File: config.mk
export PLATFORM = sky130hd
export DESIGN_NAME = tpe_sqrt
export DESIGN_NICKNAME = d
export VERILOG_FILES = /design/src/rtl/tpe_pkg.sv /design/src/rtl/tpe_sqrt.sv
export SDC_FILE = /design/constraint.sdc
export NUM_CORES = 2
export LEC_CHECK = 0
export ABC_CLOCK_PERIOD_IN_PS = 9900
export BUFFER_PORTS_ARGS = -buffer_cell sky130_fd_sc_hd__buf_2
export CORE_MARGIN = 10
export CORE_UTILIZATION = 55
export CTS_BUF_LIST = sky130_fd_sc_hd__clkbuf_4 sky130_fd_sc_hd__clkbuf_8
export DETAILED_ROUTE_END_ITERATION = 8
export PLACE_DENSITY = 0.72
export RECOVER_POWER = 50
export SKIP_LAST_GASP = 1
export SYNTH_ARGS = -nofsm -noshare
export SYNTH_HDL_FRONTEND = slang
export SYNTH_SLANG_ARGS = --single-unit
File: constraint.sdc
create_clock -name i_clk -period 9.9 [get_ports i_clk]
set_input_delay 0.495 -clock i_clk [delete_from_list [all_inputs] [get_ports i_clk]]
set_output_delay 0.495 -clock i_clk [all_outputs]
set_load 0.02 [all_outputs]
File: src/rtl/tpe_pkg.sv
// shared types, widths and iteration steps for the triangle plane unit
// used by tpe_sqrt, tpe_div and triangle_plane_equation; no dependencies
package tpe_pkg;

    // fixed widths of the normalization path, independent of coordinate width
    localparam int MAG_W    = 31;   // scaled cross product magnitude
    localparam int SUMSQ_W  = 64;   // sum of squares
    localparam int ROOT_W   = 32;   // floor square root
    localparam int SQREM_W  = 35;   // square root partial remainder
    localparam int NUM_W    = 62;   // dividend of the normal division
    localparam int QUO_W    = 32;   // quotient bits produced
    localparam int DVREM_W  = 33;   // division partial remainder
    localparam int NRM_W    = 32;   // normal component, Q2.30
    localparam int NRM_FRAC = 30;
    localparam int STAGES   = 16;   // pipeline stages of each iterative unit

    // square root state: remainder, root so far, radicand still to consume
    typedef struct packed {
        logic [SQREM_W-1:0] rem;
        logic [ROOT_W-1:0]  root;
        logic [SUMSQ_W-1:0] rad;
    } t_sq_st;

    // division state: remainder, quotient so far, low dividend bits left
    typedef struct packed {
        logic [DVREM_W-1:0] rem;
        logic [QUO_W-1:0]   quo;
        logic [QUO_W-1:0]   num;
    } t_dv_st;

    // one digit of the bit-pair square root
    function automatic t_sq_st sq_step(t_sq_st s);
        t_sq_st             r;
        logic [SQREM_W-1:0] acc;
        logic [SQREM_W-1:0] trial;
        acc   = {s.rem[SQREM_W-3:0], s.rad[SUMSQ_W-1 -: 2]};
        trial = {1'b0, s.root, 2'b01};
        r.rad = {s.rad[SUMSQ_W-3:0], 2'b00};
        if (acc >= trial) begin
            r.rem  = acc - trial;
            r.root = {s.root[ROOT_W-2:0], 1'b1};
        end else begin
            r.rem  = acc;
            r.root = {s.root[ROOT_W-2:0], 1'b0};
        end
        return r;
    endfunction

    // one bit of restoring division
    function automatic t_dv_st dv_step(t_dv_st s, logic [ROOT_W-1:0] den);
        t_dv_st             r;
        logic [DVREM_W-1:0] acc;
        acc   = {s.rem[DVREM_W-2:0], s.num[QUO_W-1]};
        r.num = {s.num[QUO_W-2:0], 1'b0};
        if (acc >= {1'b0, den}) begin
            r.rem = acc - {1'b0, den};
            r.quo = {s.quo[QUO_W-2:0], 1'b1};
        end else begin
            r.rem = acc;
            r.quo = {s.quo[QUO_W-2:0], 1'b0};
        end
        return r;
    endfunction

endpackage

File: src/rtl/tpe_sqrt.sv
// pipelined floor square root of a 64-bit value, two digits per stage
// depends on tpe_pkg (state type and step function)
module tpe_sqrt #(
    parameter int SIDE_W = 8
) (
    input  logic                          i_clk,
    input  logic                          i_rst_n,
    input  logic                          i_en,
    input  logic                          i_valid,
    input  logic [tpe_pkg::SUMSQ_W-1:0]   i_radicand,
    input  logic [SIDE_W-1:0]             i_side,
    output logic                          o_valid,
    output logic [tpe_pkg::ROOT_W-1:0]    o_root,
    output logic [SIDE_W-1:0]             o_side
);
    import tpe_pkg::*;

    t_sq_st            r_st   [STAGES];
    logic [SIDE_W-1:0] r_side [STAGES];
    logic              r_vld  [STAGES];

    for (genvar g = 0; g < STAGES; g++) begin : g_stage
        t_sq_st            cur;
        t_sq_st            n_st;
        logic [SIDE_W-1:0] cur_side;
        logic              cur_vld;

        // stage input: the port for the first stage, else the stage before
        if (g == 0) begin : g_first
            always_comb begin
                cur.rem  = '0;
                cur.root = '0;
                cur.rad  = i_radicand;
                cur_side = i_side;
                cur_vld  = i_valid;
            end
        end else begin : g_next
            always_comb begin
                cur      = r_st[g-1];
                cur_side = r_side[g-1];
                cur_vld  = r_vld[g-1];
            end
        end

        // two root digits
        always_comb begin
            n_st = sq_step(sq_step(cur));
        end

        always_ff @(posedge i_clk) begin
            if (!i_rst_n) begin
                r_vld[g] <= 1'b0;
            end else if (i_en) begin
                r_vld[g] <= cur_vld;
            end
        end

        always_ff @(posedge i_clk) begin
            if (i_en) begin
                r_st[g]   <= n_st;
                r_side[g] <= cur_side;
            end
        end
    end

    assign o_valid = r_vld[STAGES-1];
    assign o_root  = r_st[STAGES-1].root;
    assign o_side  = r_side[STAGES-1];

endmodule

======== Word level (Yosys, flattened, before mapping) ========
Memories as Yosys holds them, arrays and structs flattened.
Cells that the tools add are included.
word-level totals
  output and inout bits ................... 41
  bits in latches ......................... 0
  memories ................................ 3
  bits in registers ....................... 0
  ROM bits ................................ 0
  RAM bits ................................ 2176
memories
  name    depth  width  read ports  clocked after Yosys merged registers in  write ports  RTL line        RTL
  r_st    16     127    16          0                                        16           tpe_sqrt.sv:18  t_sq_st r_st [STAGES];
  r_side  16     8      16          0                                        16           tpe_sqrt.sv:19  logic [SIDE_W-1:0] r_side [STAGES];
  r_vld   16     1      16          0                                        16           tpe_sqrt.sv:20  logic r_vld [STAGES];
cells by class
  divide/modulo/power cells ............... 0
  bitwise logic cells ..................... 16
  reductions and logical operators ........ 0
  equal/unequal tests ..................... 0
  order comparisons ....................... 32
  $mul .................................... 0
  $add $sub $neg .......................... 32
  mux-type cells .......................... 53
  shifts and indexed selects .............. 0
operators by type and width
  operator                                                                number
  35-bit by 34-bit >= comparator with 1-bit output                        31
  67-bit two-way mux                                                      16
  65-bit two-way mux                                                      16
  35-bit by 34-bit subtractor with 35-bit output                          16
  33-bit subtractor                                                       15
  1-bit two-way mux                                                       21
  1-bit OR                                                                16
  2-bit by 1-bit subtractor with 3-bit output (second input constant)     1
  2-bit by 1-bit >= comparator with 1-bit output (second input constant)  1

======== Logic depth before layout (Yosys ltp) ========
An unclocked memory read counts as a cell.
  depth in word-level cells ............... 5
  mapped depth ............................ 29
  depth with buffers taken out ............ 27

======== Worst setup path after synthesis ========
Ideal clock, no wire load.
  kind .................................... flip-flop to flip-flop
  from .................................... memory r_st[1][570] in the netlist's numbering
  to ...................................... memory r_st[1][738] in the netlist's numbering (data pin)
  period minus slack after synthesis ...... 6069 ps
  cell stages (with the launch flop) ...... 26
  arrival time ............................ 5798 ps
  setup time .............................. 270 ps
  required time ........................... 9630 ps
  setup slack ............................. 3831 ps
  cell sequence ........................... edfxtp_1 -> inv_1 -> ha_1 -> or2_2 -> a31oi_1 -> a211oi_1 -> o311a_1 -> or3_1 -> clkbuf_1 -> buf_1 -> a31o_2 -> ha_1 -> and3_1 -> nand3_1 -> or3_1 -> o211ai_1 -> o311ai_1 -> o31ai_1 -> a221oi_1 -> o31a_1 -> and2_1 -> clkbuf_1 -> inv_2 -> buf_2 -> buf_1 -> a21oi_1
RTL lines
  what                RTL line
  start: declaration  tpe_sqrt.sv:18

==> flow_summary.json <==
{
  "gp_congestion": 0.932,
  "crit_fanout": 123,
  "setup_ws_ps": 1740,
  "cp_cell_sequence": "dlygate4sd3_1 -> clkbuf_1 -> clkbuf_2 -> buf_4",
  "postSynth.asyncResetShare_pct": 0,
  "ant_nets": 0,
  "p_leak_nw": 36.6,
  "area_growth_syn_to_layout_pct": 9.43,
  "synth.cells.most_frequent": "1,368 x edfxtp_1, 630 x a21oi_1, 625 x nand2_1",
  "cts_made_buffers": 223,
  "wl_mm": 217,
  "irDropWorstVdd_v": 0.000122,
  "hold-worst-slack_ps": 218,
  "cts_max_path_buffers": 3,
  "dp_hpwl_mm": 164,
  "hold_viol": 0,
  "first_global_vias": 61836,
  "final_cell_area_um2": 93200,
  "syn-cell-area_um2": 85200,
  "grt_pass1_wl_mm": 339,
  "slew_headroom_pct": -369,
  "clk_pin_slew_ps": 70,
  "clock-sinks": 1369,
  "tritoncts": "yes",
  "synth_warnings": 0,
  "yosysMostFrequentCell": "edfxtp_1",
  "cts.htree.levels": 4,
  "synth_cells": 8134,
  "start_util_pct": 55.3,
  "grtUsageTotal_pct": 24.7,
  "yosys.area.top_type_share_pct": 48.2,
  "fp.dieH_um": 414,
  "critPathSlowestCell": "clkbuf_1",
  "routedWlPerCell_um": 20.5,
  "post-route-period-util_pct": 82.5,
  "overflow": 0,
  "yosys.area.top_type": "edfxtp_1",
  "max_freq_mhz": 122,
  "grt_max_degree": 177,
  "critPathMaxStageDelay_ps": 4840,
  "io_pins": 117,
  "cp_num_buf_inv": 4,
  "ys_seq_area_share_pct": 48.3,
  "post_cts_buffers": 0,
  "status": "complete, but fails checks",
  "finalPower_w": 0.0246,
  "crit_path_end_kind": "flip-flop",
  "synth.area.top_cells": "edfxtp_1 48%, ha_1 8.2%, xnor2_1 4.5%",
  "cp-start-kind": "primary input",
  "synth_seq_cells": 1369,
  "placed_area_um2": 87700,
  "die-width_um": 414,
  "drv_slew": 260,
  "skew_ps": 71.5,
  "row_count": 144,
  "rsz0062_at_grt": "false",
  "ctsRootBufferMaster": "clkbuf_8",
  "syn_avg_cell_area_um2": 10.5,
  "worst_skew_pair.late_latency_ps": 1000,
  "core_um2": 154000,
  "crit_type": "in -> reg",
  "hold_class": "in -> reg",
  "drv_cap": 3,
  "hold_buffers": 78,
  "cts_resized": 0,
  "synth_edf_count": 1368,
  "tns_ps": 0,
  "via_per_inst": 6.02,
  "layout-drive-gt1-share_pct": 8.78,
  "drtPass1Iterations": 7,
  "tightestPinTransition_ps": 7030,
  "die_area_um2": 171000,
  "dpl_worst_slack_ps": 2360,
  "num_vias": 63623,
  "antenna_found_initial": 2,
  "first_iter_violations": 4924,
  "cp_data_arrival_time_ps": 8740,
  "finalNetCount": 8987,
  "min_period_ps": 8160,
  "powerDensity_nw_per_um2": 264,
  "setup_viol": 0,
  "critPathRequiredTime_ps": 10470,
  "drc": 0,
  "critPathTopFamily": "buffers and inverters",
  "portBuffers": 116,
  "ys.flop_type": "edfxtp_1",
  "violations": "max-capacitance violations, max-slew violations",
  "ys_types": 119
}
power breakdown:
group / internal [W] / switching [W]
registers: 0.00770 / 0.000737
logic: 0.00442 / 0.00654
clock network: 0.00280 / 0.00238
stage by stage:
stage	std cells	util, %
floorplan	8136	-
global placement	10095	56.9
detailed placement	10095	56.9
CTS	10575	60.5
global route	10576	60.5
finish	10576	60.5
placed cells by master (no fill, tap or decap), types with 226 or more instances in the layout:
cell / count
a21oi_1: 630
o21ai_0: 423
inv_1: 465
xor2_1: 304
nor3_1: 234
nor2_1: 605
xnor2_1: 433
clkbuf_8: 226
ha_1: 557
a21o_1: 295
edfxtp_1: 1368
nand2_1: 625
worst reg2reg max path, stage by stage, from the launching register on:
cell and delay, ps:
edfxtp_1 410, inv_1 90, ha_1 370, o21a_1 150
nor2_1 60, o21ai_0 590, a221o_1 380, a21o_1 770
clkinv_1 160, buf_4 290, nand2_1 120, o21ai_0 130
ha_1 430, nand4_1 260, nor4b_1 520, nand3_1 140
a21oi_1 280, a31oi_1 220, o31ai_1 610, a21oi_1 230
o211ai_1 190, or3_1 130, buf_4 480, mux2_2 440
flip-flops by register name, summed over array words and instances, names as in the netlist:
register and flops:
r_side 128, r_st 1225, r_vld 16
routing by layer:
| layer | global-route usage, % | part of all wire (%) |
|---|---|---|
| met1 | 31.5 | 42 |
| met2 | 42.1 | 49 |
| met3 | 3.07 | 4.7 |
| met4 | 10.9 | 4.6 |
| met5 | 0 | 0 |
area by class of cell:
type	count	area, µm²
Fill cell	12803	60800
Clock buffer	293	3610
Sequential cell	1369	41100
Antenna cell	1	2.50
Tap cell	2044	2560
Timing Repair Buffer	232	1670
Multi-Input combinational cell	6050	41300
Inverter	478	1790
Clock inverter	109	1130
path summary, 6_finish.rpt:
path | slack [ps] | end | from | depth (start not counted)
worst max register to register | 2220 | r_st[1][609] | r_st[1][441] | 23
worst max-delay path | 1740 | r_st[0][805] | i_en | 4
worst min-delay path | 220 | r_st[0][52] | i_radicand[52] | 2
worst min register to register | 390 | r_side[0][56] | r_side[0][48] | 0
logic make-up after synthesis:
family,share of synthesized area [%]
xor gates and xnor gates,7.60
other,0.00440
muxes,1.40
and+or+nand+nor,15.3
buffers and inverters,3.24
adders and majority gates,8.18
DFF,48.3
AOI/OAI and AO/OA,16.0
No activity file was read; power rests on OpenSTA's default activity.
